## src/rtl/dld_pkg.sv

```systemverilog
// Shared widths, limits and a helper function of the decimal long divider.
`timescale 1ns / 1ps
`default_nettype none

package dld_pkg;

    localparam int MAX_DIGITS  = 9;
    localparam int DIVIDEND_W  = 30;
    localparam int DIVISOR_W   = 30;
    localparam int PARTIAL_W   = 34;
    localparam int POS_W       = 4;
    localparam int QDIGIT_W    = 4;
    localparam int BCD_W       = 4 * MAX_DIGITS;
    localparam int DIGIT_CNT_W = $clog2(MAX_DIGITS + 1);
    localparam int BIT_CNT_W   = $clog2(DIVIDEND_W + 1);

    function automatic longint unsigned pow10(input int n);
        longint unsigned p;
        p = 1;
        for (int i = 0; i < n; i++) begin
            p = p * 10;
        end
        return p;
    endfunction

    localparam longint unsigned DIV_LIMIT = pow10(MAX_DIGITS) - 1;

endpackage

`default_nettype wire

```

## src/rtl/decimal_long_divider.sv

```systemverilog
// Decimal long divider: digit-serial schoolbook division with per-step results.
// Steps: capture and check, serial BCD conversion, dropping of leading zero digits, then per
// digit a bring-down and repeated subtraction, with a step item for each nonzero quotient
// digit, then the final item; zero divisor or dividend below the divisor: final item only.
// Throughput: one item at a time; the next is taken once the final result is registered.
// Reset (aresetn low, synchronous) clears the control state and the output valid.
`timescale 1ns / 1ps
`default_nettype none

module decimal_long_divider (
    input  wire logic                                aclk,
    input  wire logic                                aresetn,
    input  wire logic                                s_valid,
    output logic                                     s_ready,
    input  wire logic [dld_pkg::DIVIDEND_W-1:0]      s_dividend,
    input  wire logic [dld_pkg::DIVISOR_W-1:0]       s_divisor,
    output logic                                     m_valid,
    input  wire logic                                m_ready,
    output logic      [dld_pkg::PARTIAL_W-1:0]       m_partial_dividend,
    output logic      [dld_pkg::PARTIAL_W-1:0]       m_product,
    output logic      [dld_pkg::POS_W-1:0]           m_digit_position,
    output logic      [dld_pkg::DIVIDEND_W-1:0]      m_quotient,
    output logic      [dld_pkg::DIVIDEND_W-1:0]      m_remainder,
    output logic                                     m_div_by_zero,
    output logic                                     m_last
);

    typedef enum logic [2:0] {
        ST_IDLE,
        ST_START,
        ST_CONV,
        ST_NORM,
        ST_BRING,
        ST_SUB,
        ST_EMIT,
        ST_FINAL
    } state_t;

    state_t                              state_reg;
    logic [dld_pkg::DIVIDEND_W-1:0]      a_reg;
    logic [dld_pkg::DIVISOR_W-1:0]       b_reg;
    logic [dld_pkg::BCD_W-1:0]           digits_reg;
    logic [dld_pkg::DIGIT_CNT_W-1:0]     rem_cnt_reg;
    logic [dld_pkg::POS_W-1:0]           pos_reg;
    logic [dld_pkg::PARTIAL_W-1:0]       partial_reg;
    logic [dld_pkg::PARTIAL_W-1:0]       pd_reg;
    logic [dld_pkg::QDIGIT_W-1:0]        qd_reg;
    logic [dld_pkg::DIVIDEND_W-1:0]      q_reg;
    logic                                dz_reg;

    logic                                m_valid_reg;
    logic [dld_pkg::PARTIAL_W-1:0]       m_partial_dividend_reg;
    logic [dld_pkg::PARTIAL_W-1:0]       m_product_reg;
    logic [dld_pkg::POS_W-1:0]           m_digit_position_reg;
    logic [dld_pkg::DIVIDEND_W-1:0]      m_quotient_reg;
    logic [dld_pkg::DIVIDEND_W-1:0]      m_remainder_reg;
    logic                                m_div_by_zero_reg;
    logic                                m_last_reg;

    logic [dld_pkg::DIVIDEND_W-1:0]      a_sat;
    logic [3:0]                          top_digit;
    logic [dld_pkg::PARTIAL_W-1:0]       partial_next;
    logic [dld_pkg::PARTIAL_W:0]         diff;
    logic                                partial_ge;
    logic [dld_pkg::DIVIDEND_W-1:0]      q_next;
    logic                                out_free;
    logic                                out_load;
    logic                                conv_start;
    logic                                conv_done;
    logic [dld_pkg::BCD_W-1:0]           conv_bcd;

    assign a_sat = (64'(s_dividend) > dld_pkg::DIV_LIMIT)
                 ? dld_pkg::DIV_LIMIT[dld_pkg::DIVIDEND_W-1:0] : s_dividend;

    assign top_digit    = digits_reg[dld_pkg::BCD_W-1 -: 4];
    assign partial_next = (partial_reg << 3) + (partial_reg << 1)
                        + dld_pkg::PARTIAL_W'(top_digit);
    assign diff         = {1'b0, partial_reg}
                        - (dld_pkg::PARTIAL_W+1)'(b_reg);
    assign partial_ge   = !diff[dld_pkg::PARTIAL_W];
    assign q_next       = (q_reg << 3) + (q_reg << 1)
                        + dld_pkg::DIVIDEND_W'(qd_reg);
    assign out_free     = !m_valid_reg || m_ready;
    assign out_load     = ((state_reg == ST_EMIT) || (state_reg == ST_FINAL)) && out_free;
    assign conv_start   = (state_reg == ST_START) && (b_reg != '0)
                        && (a_reg >= b_reg);

    dld_bin2bcd u_bin2bcd (
        .aclk    (aclk),
        .aresetn (aresetn),
        .start   (conv_start),
        .bin     (a_reg),
        .done    (conv_done),
        .bcd     (conv_bcd)
    );

    always_ff @(posedge aclk) begin
        if (!aresetn) begin
            state_reg   <= ST_IDLE;
            m_valid_reg <= 1'b0;
        end else begin
            if (out_load) begin
                m_valid_reg <= 1'b1;
            end else if (m_ready) begin
                m_valid_reg <= 1'b0;
            end
            case (state_reg)
                ST_IDLE: begin
                    if (s_valid) begin
                        a_reg     <= a_sat;
                        b_reg     <= s_divisor;
                        state_reg <= ST_START;
                    end
                end
                ST_START: begin
                    pos_reg     <= '0;
                    q_reg       <= '0;
                    dz_reg      <= (b_reg == '0);
                    if ((b_reg == '0) || (a_reg < b_reg)) begin
                        partial_reg <= dld_pkg::PARTIAL_W'(a_reg);
                        state_reg   <= ST_FINAL;
                    end else begin
                        partial_reg <= '0;
                        state_reg   <= ST_CONV;
                    end
                end
                ST_CONV: begin
                    if (conv_done) begin
                        digits_reg  <= conv_bcd;
                        rem_cnt_reg <= dld_pkg::DIGIT_CNT_W'(dld_pkg::MAX_DIGITS);
                        state_reg   <= ST_NORM;
                    end
                end
                ST_NORM: begin
                    if ((top_digit == 4'd0)
                        && (rem_cnt_reg > dld_pkg::DIGIT_CNT_W'(1))) begin
                        digits_reg  <= digits_reg << 4;
                        rem_cnt_reg <= rem_cnt_reg - dld_pkg::DIGIT_CNT_W'(1);
                    end else begin
                        state_reg <= ST_BRING;
                    end
                end
                ST_BRING: begin
                    pd_reg      <= partial_next;
                    partial_reg <= partial_next;
                    digits_reg  <= digits_reg << 4;
                    qd_reg      <= '0;
                    state_reg   <= ST_SUB;
                end
                ST_SUB: begin
                    if (partial_ge) begin
                        partial_reg <= diff[dld_pkg::PARTIAL_W-1:0];
                        qd_reg      <= qd_reg + dld_pkg::QDIGIT_W'(1);
                    end else begin
                        q_reg <= q_next;
                        if (qd_reg != '0) begin
                            state_reg <= ST_EMIT;
                        end else if (rem_cnt_reg == dld_pkg::DIGIT_CNT_W'(1)) begin
                            state_reg <= ST_FINAL;
                        end else begin
                            rem_cnt_reg <= rem_cnt_reg - dld_pkg::DIGIT_CNT_W'(1);
                            pos_reg     <= pos_reg + dld_pkg::POS_W'(1);
                            state_reg   <= ST_BRING;
                        end
                    end
                end
                ST_EMIT: begin
                    if (out_free) begin
                        m_partial_dividend_reg <= pd_reg;
                        m_product_reg          <= pd_reg - partial_reg;
                        m_digit_position_reg   <= pos_reg;
                        m_quotient_reg         <= '0;
                        m_remainder_reg        <= '0;
                        m_div_by_zero_reg      <= 1'b0;
                        m_last_reg             <= 1'b0;
                        if (rem_cnt_reg == dld_pkg::DIGIT_CNT_W'(1)) begin
                            state_reg <= ST_FINAL;
                        end else begin
                            rem_cnt_reg <= rem_cnt_reg - dld_pkg::DIGIT_CNT_W'(1);
                            pos_reg     <= pos_reg + dld_pkg::POS_W'(1);
                            state_reg   <= ST_BRING;
                        end
                    end
                end
                ST_FINAL: begin
                    if (out_free) begin
                        m_partial_dividend_reg <= '0;
                        m_product_reg          <= '0;
                        m_digit_position_reg   <= '0;
                        m_quotient_reg         <= q_reg;
                        m_remainder_reg        <= partial_reg[dld_pkg::DIVIDEND_W-1:0];
                        m_div_by_zero_reg      <= dz_reg;
                        m_last_reg             <= 1'b1;
                        state_reg              <= ST_IDLE;
                    end
                end
                default: begin
                    state_reg <= ST_IDLE;
                end
            endcase
        end
    end

    assign s_ready            = (state_reg == ST_IDLE);
    assign m_valid            = m_valid_reg;
    assign m_partial_dividend = m_partial_dividend_reg;
    assign m_product          = m_product_reg;
    assign m_digit_position   = m_digit_position_reg;
    assign m_quotient         = m_quotient_reg;
    assign m_remainder        = m_remainder_reg;
    assign m_div_by_zero      = m_div_by_zero_reg;
    assign m_last             = m_last_reg;

`ifndef ASSERT_OFF
    a_final_clean: assert property (@(posedge aclk) disable iff (!aresetn)
        m_valid && m_last |-> (m_partial_dividend == '0) && (m_product == '0))
        else $error("final item carries step fields");

    a_step_sane: assert property (@(posedge aclk) disable iff (!aresetn)
        m_valid && !m_last |-> (m_product != '0) && (m_product <= m_partial_dividend)
            && (m_digit_position < dld_pkg::POS_W'(dld_pkg::MAX_DIGITS))
            && !m_div_by_zero)
        else $error("step item out of range");

    a_conv_done_state: assert property (@(posedge aclk) disable iff (!aresetn)
        conv_done |-> (state_reg == ST_CONV))
        else $error("conversion finished outside its state");

    a_sub_bound: assert property (@(posedge aclk) disable iff (!aresetn)
        (state_reg == ST_SUB) |-> (qd_reg <= dld_pkg::QDIGIT_W'(9)))
        else $error("quotient digit above nine");
`endif

endmodule

`default_nettype wire

```

## src/rtl/dld_bin2bcd.sv

```systemverilog
// Bit-serial binary to packed BCD converter (shift and add three).
`timescale 1ns / 1ps
`default_nettype none

module dld_bin2bcd (
    input  wire logic                               aclk,
    input  wire logic                               aresetn,
    input  wire logic                               start,
    input  wire logic [dld_pkg::DIVIDEND_W-1:0]     bin,
    output logic                                    done,
    output logic      [dld_pkg::BCD_W-1:0]          bcd
);

    logic [dld_pkg::DIVIDEND_W-1:0] bin_reg;
    logic [dld_pkg::DIVIDEND_W-1:0] bin_next;
    logic [dld_pkg::BCD_W-1:0]      bcd_reg;
    logic [dld_pkg::BCD_W-1:0]      bcd_next;
    logic [dld_pkg::BCD_W-1:0]      adj;
    logic [dld_pkg::BIT_CNT_W-1:0]  cnt_reg;
    logic                           busy_reg;
    logic                           done_reg;

    always_comb begin
        logic [3:0] nib;
        nib = '0;
        for (int i = 0; i < dld_pkg::MAX_DIGITS; i++) begin
            nib = bcd_reg[4*i +: 4];
            adj[4*i +: 4] = (nib >= 4'd5) ? nib + 4'd3 : nib;
        end
        bcd_next = {adj[dld_pkg::BCD_W-2:0], bin_reg[dld_pkg::DIVIDEND_W-1]};
        bin_next = {bin_reg[dld_pkg::DIVIDEND_W-2:0], 1'b0};
    end

    always_ff @(posedge aclk) begin
        if (!aresetn) begin
            busy_reg <= 1'b0;
            done_reg <= 1'b0;
            cnt_reg  <= '0;
        end else begin
            done_reg <= 1'b0;
            if (start) begin
                busy_reg <= 1'b1;
                cnt_reg  <= dld_pkg::BIT_CNT_W'(dld_pkg::DIVIDEND_W);
            end else if (busy_reg) begin
                cnt_reg <= cnt_reg - dld_pkg::BIT_CNT_W'(1);
                if (cnt_reg == dld_pkg::BIT_CNT_W'(1)) begin
                    busy_reg <= 1'b0;
                    done_reg <= 1'b1;
                end
            end
        end
    end

    always_ff @(posedge aclk) begin
        if (start) begin
            bin_reg <= bin;
            bcd_reg <= '0;
        end else if (busy_reg) begin
            bin_reg <= bin_next;
            bcd_reg <= bcd_next;
        end
    end

    assign done = done_reg;
    assign bcd  = bcd_reg;

endmodule

`default_nettype wire

```

## config.mk

```make
export PLATFORM = sky130hd
export DESIGN_NAME = decimal_long_divider
export DESIGN_NICKNAME = d
export VERILOG_FILES = /design/src/rtl/dld_pkg.sv /design/src/rtl/decimal_long_divider.sv /design/src/rtl/dld_bin2bcd.sv
export SDC_FILE = /design/constraint.sdc
export NUM_CORES = 1
export LEC_CHECK = 0
export BUFFER_PORTS_ARGS = -buffer_cell sky130_fd_sc_hd__buf_2
export CAP_MARGIN = 5
export CORE_MARGIN = 4
export CORE_UTILIZATION = 46
export DETAILED_ROUTE_END_ITERATION = 10
export PLACE_DENSITY_LB_ADDON = 0.05
export SLEW_MARGIN = 40
export SYNTH_ARGS = -nofsm -noshare
export SYNTH_HDL_FRONTEND = slang
export SYNTH_SLANG_ARGS = --single-unit
```

## constraint.sdc

```tcl
create_clock -name aclk -period 7.13 [get_ports aclk]
set_clock_uncertainty 0.15 [all_clocks]
set_input_delay 0.713 -clock aclk [delete_from_list [all_inputs] [get_ports aclk]]
set_output_delay 0.713 -clock aclk [all_outputs]
set_load 0.02 [all_outputs]
```

==> metrics, run 1 <==
P&R area growth vs syn=13.3%; cell type with the largest total area after synthesis=sky130_fd_sc_hd__edfxtp_1; remaining routing DRC violations=0; cells on worst reg2reg path=11; post-CTS sizing=0; pin count of the biggest net entering global routing=77; Post-Route Setup TNS=0 ps; antenna viol nets, final=0; post-route clock period utilization=59.3%; CTS buffer count=46; fin nets=2797; normalized max-slew margin=46.4%; TritonCTS sink count=418; row count=84; worst r2r src=qd_reg[3]$_SDFFCE_PN0P_; Bufs on Longest Clock Path=3; portion of synthesized cell area occupied by the leading cell type=45.1%; count of flip-flops with a built-in enable after synthesis=371; Worst-path clk slew=60 ps; later-pin clock latency in the skew report=590 ps; primary flip-flop cell chosen by synthesis mapping=sky130_fd_sc_hd__edfxtp_1; Min-Delay Startpoint=s_divisor[25]; post-synthesis net count=2603; number of vias per cell after detailed routing=5.50; Post-Synthesis Cell Area=0.0247 mm^2; Max Cap Violations=0; TritonCTS clock tree=yes; final critical-path required period=4230 ps; antenna violations before repair=0; required time of the critical path=7280 ps; Static Leak=11.5 nW; final setup slack of the worst path=2900 ps; launch point of the worst path=qd_reg[3]$_SDFFCE_PN0P_; cell with the most instances after synthesis=sky130_fd_sc_hd__edfxtp_1; depth of the CTS H-tree=2; Critical Path Start Type=flop; final weighted congestion in routability-driven placement=0.914; cell depth of the worst min-delay path=1; via count=17700; Yosys reg bits=418; Peak VDD IR=0.188 mV; Worst Max-Slew Pin Slew=784 ps; library cell used as clock root buffer=sky130_fd_sc_hd__clkbuf_16; Final Routed Wirelength=59200 um; register-to-register setup slack=2900 ps; initial cell density of the core=46.7%; share of cells above drive strength 1=14.7%; via count of the first global-routing pass=17000; Max Slew Vio Count=0; status=complete, no violations; total I/O pin count=200; post-CTS setup buffers=0; worst min-delay path class=in2reg; global-route wire length before repair=93000 um; post-synthesis cell count=2299; number of buffers inserted by hold repair at cts=0; endpoint kind of the worst setup timing path=flop; Seq/Total Area, Yosys=48.9%; Max Fclk=0.236 GHz; Post-Place Setup Slack=2970 ps; total die area=0.0574 mm^2; post-DR wirelength/cell=18.4 um; Total Routing Usage GR=20.2%; count of routing violations after the opening detailed-route iteration=1307; top post-synthesis cells by area=sky130_fd_sc_hd__edfxtp_1, sky130_fd_sc_hd__ha_1, sky130_fd_sc_hd__dfxtp_1, sky130_fd_sc_hd__nor2_1, sky130_fd_sc_hd__a21oi_1; power density relative to cell area=340 mW/mm^2; CP arrival=4380 ps; setup-violating endpoint count in the final report=0; total global routing overflow=0; count of input and output buffers=199; Hold Violations, Final=0; number of distinct library cell variants in the gate-level netlist after synthesis=82; sink of the worst hold path=b_reg[25]$_DFFE_PP_; Avg Synthesized Cell Area=10.7 um^2; kind of critical path=reg2reg; die extent in y=240 um; async set-reset flop share out of synthesis=0%; hpwl dp=45100 um; Yosys Warn Count=0; Crit Reg-Reg Endpoint=q_reg[29]$_SDFFCE_PN0P_; antenna diode count=0; Commonest cells post-synth=sky130_fd_sc_hd__edfxtp_1, sky130_fd_sc_hd__ha_1, sky130_fd_sc_hd__nor2_1; DIE WIDTH=240 um; RSZ-0062 raised after global routing=no; core area=0.0529 mm^2; Crit Path Max Fanout=3; TritonRoute pass-1 iters=7
==> cells by family (layout without fill, tap and decap cells) <==
logic type | after synthesis | count (layout) | share of synthesized area [%]
mux | 63 | 63 | 2.79
simple gates | 715 | 715 | 14.2
flops | 418 | 418 | 48.9
buf+inv | 202 | 430 | 3.21
compound gates | 538 | 538 | 14.1
xor+xnor | 123 | 123 | 4.36
fa+ha+maj | 240 | 240 | 12.3
==> cell usage in the layout, fill, tap and decap left out, types with 15 or more instances in the layout <==
cell,synthesis,final
sky130_fd_sc_hd__or2_2,20,20
sky130_fd_sc_hd__xnor2_1,78,78
sky130_fd_sc_hd__clkbuf_16,0,47
sky130_fd_sc_hd__nand2b_1,29,29
sky130_fd_sc_hd__buf_2,3,199
sky130_fd_sc_hd__inv_1,131,130
sky130_fd_sc_hd__ha_1,234,234
sky130_fd_sc_hd__and2_1,82,82
sky130_fd_sc_hd__nor2_1,233,230
sky130_fd_sc_hd__nor4_1,21,20
sky130_fd_sc_hd__a211oi_1,15,15
sky130_fd_sc_hd__mux2i_1,17,17
sky130_fd_sc_hd__a21o_1,73,73
sky130_fd_sc_hd__a21oi_1,158,157
sky130_fd_sc_hd__edfxtp_1,371,371
sky130_fd_sc_hd__nand4_1,17,17
sky130_fd_sc_hd__nand2_1,133,132
sky130_fd_sc_hd__o21ai_0,122,122
sky130_fd_sc_hd__nor2b_1,33,33
sky130_fd_sc_hd__dfxtp_1,47,46
sky130_fd_sc_hd__and3_1,23,22
sky130_fd_sc_hd__mux2_2,34,34
sky130_fd_sc_hd__xor2_1,45,45
sky130_fd_sc_hd__nor3_1,43,42
sky130_fd_sc_hd__o21a_1,31,31
sky130_fd_sc_hd__buf_4,4,16
sky130_fd_sc_hd__nand3_1,48,47
==> layer usage <==
| metal | part of all wire [%] | up-vias | global-route usage [%] | wire length, um |
|---|---|---|---|---|
| met5 | 0 | - | 0 | 0 |
| met4 | 1.9 | 0 | 4.98 | 1140 |
| met3 | 5.4 | 61 | 3.06 | 3210 |
| met2 | 43 | 435 | 30.3 | 25200 |
| met1 | 50 | 8356 | 30.8 | 29600 |
| li1 | - | 8819 | - | - |
==> layout make-up <==
class / instances / area (um^2)
fill: 4713 / 24900
sequential: 418 / 12100
timing repair buffer: 216 / 1130
clock buffer: 54 / 1220
clock inverter: 28 / 305
multi-input combinational: 1679 / 11900
tap: 688 / 861
inverter: 132 / 495
==> power by group <==
group / leakage [nW] / switching, W / internal [W]
logic: 6.85 / 0.00221 / 0.00145
clock network: 0.738 / 0.000970 / 0.00144
registers: 3.89 / 0.000263 / 0.00318
total: 11.5 / 0.00344 / 0.00606
==> worst max-delay path by stage <==
stage	endpoint	slack [ps]	cells past startpoint
finish	q_reg[29]$_SDFFCE_PN0P_	2900	11
global route	q_reg[29]$_SDFFCE_PN0P_	2550	11
CTS	q_reg[29]$_SDFFCE_PN0P_	2920	11
detailed placement	q_reg[29]$_SDFFCE_PN0P_	2970	11
global placement	q_reg[29]$_SDFFCE_PN0P_	3070	11
floorplan	m_digit_position[0]$_SDFFCE_PP0P_	2430	3
==> per-stage QoR <==
| stage | std cells | area [um^2] | power, W | hold slack (ps) | utilization [%] |
|---|---|---|---|---|---|
| after floorplan | 2299 | 24700 | 0.00615 | 292 | - |
| after global placement | 3133 | 26400 | 0.00707 | 308 | 50.0 |
| after detailed placement | 3133 | 26400 | 0.00711 | 313 | 50.0 |
| after CTS | 3215 | 28000 | 0.00956 | 123 | 52.9 |
| after global routing | 3215 | 28000 | 0.0102 | 130 | 52.9 |
| final | 3215 | 28000 | 0.00951 | 162 | 52.9 |
==> critical path: stages (launching register included) <==
cell and delay, ps:
sky130_fd_sc_hd__edfxtp_1 450, sky130_fd_sc_hd__fa_1 550, sky130_fd_sc_hd__ha_1 330, sky130_fd_sc_hd__a21oi_1 210, sky130_fd_sc_hd__o22ai_1 160, sky130_fd_sc_hd__o41ai_1 460
sky130_fd_sc_hd__a2111oi_0 250, sky130_fd_sc_hd__a2111oi_0 680, sky130_fd_sc_hd__o31ai_1 180, sky130_fd_sc_hd__a211o_1 330, sky130_fd_sc_hd__xnor2_1 150, sky130_fd_sc_hd__nor2_1 50
Note: power is estimated with default switching activity, not from simulation.
==> run 2, diff against run 1 <==
==> constraint.sdc (replaced) <==
create_clock -name aclk -period 3.75 [get_ports aclk]
set_clock_uncertainty 0.15 [all_clocks]
set_input_delay 0.375 -clock aclk [delete_from_list [all_inputs] [get_ports aclk]]
set_output_delay 0.375 -clock aclk [all_outputs]
set_load 0.02 [all_outputs]
==> run 2 against run 1 <==
  * Register-to-register slack got worse by 2800 ps
  * Highest routed layer unchanged
  * Global-route usage up 0.62 points
  * Largest power group unchanged
  * First-iteration DRC count up 1.4%
  * Sequential power increased by 89%
  * Cell count rose by 3.8%
  * Critical endpoint unchanged
  * Non-clock buffer count grew 115
  * Via count rose by 3.6%
  * Clock power increased by 110%
  * Total power rose by 100%
==> metrics, run 2 (synthesis gave the netlist of run 1 again) <==
Max Slew Vio Count=0 (unchanged); antenna viol nets, final=0 (unchanged); post-DR wirelength/cell=18.3 um (was 18.4 um); total die area=0.0574 mm^2 (unchanged); highest-count cells in the layout ignoring fill and taps=sky130_fd_sc_hd__edfxtp_1, sky130_fd_sc_hd__ha_1, sky130_fd_sc_hd__nor2_1 (unchanged); setup-violating endpoint count in the final report=0 (unchanged); antenna diode count=0 (unchanged); Worst Max-Slew Pin Slew=791 ps (was 784 ps); post-route clock period utilization=96.1% (was 59.3%); cell breakdown of the critical path=fa_1, ha_1, a21oi_2, o22ai_2, o41ai_2, buf_4, a2111oi_4, a2111oi_2, buf_4, o31ai_1, a211o_1, xnor2_1, nor2_1 (was fa_1, ha_1, a21oi_1, o22ai_1, o41ai_1, a2111oi_0, a2111oi_0, o31ai_1, a211o_1, xnor2_1, nor2_1); via count of the first global-routing pass=17700 (was 17000); remaining routing DRC violations=0 (unchanged); Hold Violations, Final=0 (unchanged); register-to-register setup slack=150 ps (was 2900 ps); row count=84 (unchanged); DIE WIDTH=240 um (unchanged); pin count of the biggest net entering global routing=106 (was 77); CTS buffer count=48 (was 46); initial cell density of the core=46.7% (unchanged); fill cell instance count of the final layout=4541 (was 4713); TritonCTS sink count=418 (unchanged); peak per-stage delay on the critical path=550 ps (was 680 ps); non-filler cells in the finished layout=3336 (was 3215); CP arrival=3760 ps (was 4380 ps); Slowest-stage cell, CP=sky130_fd_sc_hd__fa_1 (was sky130_fd_sc_hd__a2111oi_0); depth of the CTS H-tree=2 (unchanged); global-route wire length before repair=96300 um (was 93000 um); required time of the critical path=3910 ps (was 7280 ps); Critical Path Start Type=flop (unchanged); Min Hold Slack=80.6 ps (was 162 ps); worst min-delay path class=in2reg (unchanged); die extent in y=240 um (unchanged); antenna violations before repair=0 (unchanged); later-pin clock latency in the skew report=580 ps (was 590 ps); Peak VDD IR=0.361 mV (was 0.188 mV); via count=18300 (was 17700); Final Routed Wirelength=61200 um (was 59200 um); cell seen most often among critical-path stages=sky130_fd_sc_hd__buf_4 (was sky130_fd_sc_hd__a2111oi_0); core area=0.0529 mm^2 (unchanged); count of input and output buffers=199 (unchanged); endpoint kind of the worst setup timing path=flop (unchanged); Max Cap Violations=0 (unchanged); RSZ-0062 raised after global routing=yes (was no); count of routing violations after the opening detailed-route iteration=1325 (was 1307); total I/O pin count=200 (unchanged); final core utilization=55.6% (was 52.9%); Max Fclk=0.278 GHz (was 0.236 GHz); P&R area growth vs syn=19.0% (was 13.3%); most common cell after layout, fill and taps aside=sky130_fd_sc_hd__edfxtp_1 (unchanged); Worst-path clk slew=60 ps (about the same); Placed Cells incl. Taps=3182 (was 3133); total global routing overflow=0 (unchanged); library cell used as clock root buffer=sky130_fd_sc_hd__clkbuf_16 (unchanged); number of vias per cell after detailed routing=5.49 (was 5.50); power density relative to cell area=648 mW/mm^2 (was 340 mW/mm^2); hpwl dp=45800 um (was 45100 um); Bufs on Longest Clock Path=3 (unchanged); Static Leak=12.2 nW (was 11.5 nW); final critical-path required period=3600 ps (was 4230 ps); Crit Path Max Fanout=3 (unchanged); Total Routing Usage GR=20.8% (was 20.2%); final weighted congestion in routability-driven placement=0.924 (was 0.914); TritonCTS clock tree=yes (unchanged); status=complete, no violations (unchanged); normalized max-slew margin=46.7% (was 46.4%); fin nets=2914 (was 2797); kind of critical path=reg2reg (unchanged); overall power of the completed layout=0.0190 W (was 0.00951 W); TritonRoute pass-1 iters=5 (was 7); share of cells above drive strength 1=17.3% (was 14.7%)
run 2: cell types whose count changed in the layout (fill, tap and decap cells not counted), sizes merged:
cell / delta
inv: +2
bufinv: +3
clkinv: +1
buf: +53
clkinvlp: -1
dlygate4sd3: +60
clkbuf: +3
run 2: critical path: cells and delay by family, from the launching register on:
kind	cells	cell delay [ps]
flops	1	420
fa+ha+maj	2	880
compound gates	7	1330
buf+inv	2	360
simple gates	1	60
xor+xnor	1	150
run 2: per-layer routing:
layer  wire (um)  GRT usage, %  vias up
met5           0             0        -
met4        1250          4.77        0
met3        2900          3.03       80
met2       26500          32.0      457
met1       30500          31.3     8685
li1            -             -     9080
run 2: report_power, final:
part	switching, W	internal (W)	leakage, nW	total, W
registers	0.000453	0.00603	3.89	0.00649
logic	0.00443	0.00311	7.44	0.00754
clock network	0.00193	0.00308	0.829	0.00500
run 2: timing repair:
| action | 4_1_cts | 5_1_grt |
|---|---|---|
| gates resized for setup | 5 | 32 |
| setup endpoints to repair | 8 | 134 |
| setup buffers | 1 | 3 |
| pin swaps | 2 | 7 |
| endpoints found under the hold margin | 60 | 0 |
| hold buffers | 60 | 0 |
| cloned | 0 | 2 |
run 2: final timing paths:
check,from,endpoint,cells after the start
hold reg to reg,u_bin2bcd.bcd[3]$_SDFFE_PP0P_,u_bin2bcd.bcd[3]$_SDFFE_PP0P_,2
hold / removal,aresetn,u_bin2bcd.cnt_reg[1]$_SDFFE_PN0P_,2
setup / recovery,qd_reg[3]$_SDFFCE_PN0P_,q_reg[29]$_SDFFCE_PN0P_,13
setup reg to reg,qd_reg[3]$_SDFFCE_PN0P_,q_reg[29]$_SDFFCE_PN0P_,13
run 2: final cells by class:
cell class                 instances  area, um^2  share of cell area [%]
multi-input combinational       1679       12000                    40.8
inverter                         132         495                    1.69
clock buffer                      55        1280                    4.35
sequential                       418       12100                    41.1
timing repair buffer             331        2250                    7.66
tap                              688         861                    2.93
clock inverter                    33         415                    1.41
run 2: metrics by stage:
step	TNS, ps	area, um^2	setup slack [ps]
finish	0	29400	147
global route	-4.74	29400	-4.74
CTS	0	29200	7.18
detailed placement	-375	26900	-112
global placement	-93.9	26900	-68.2
floorplan	0	24700	8.15
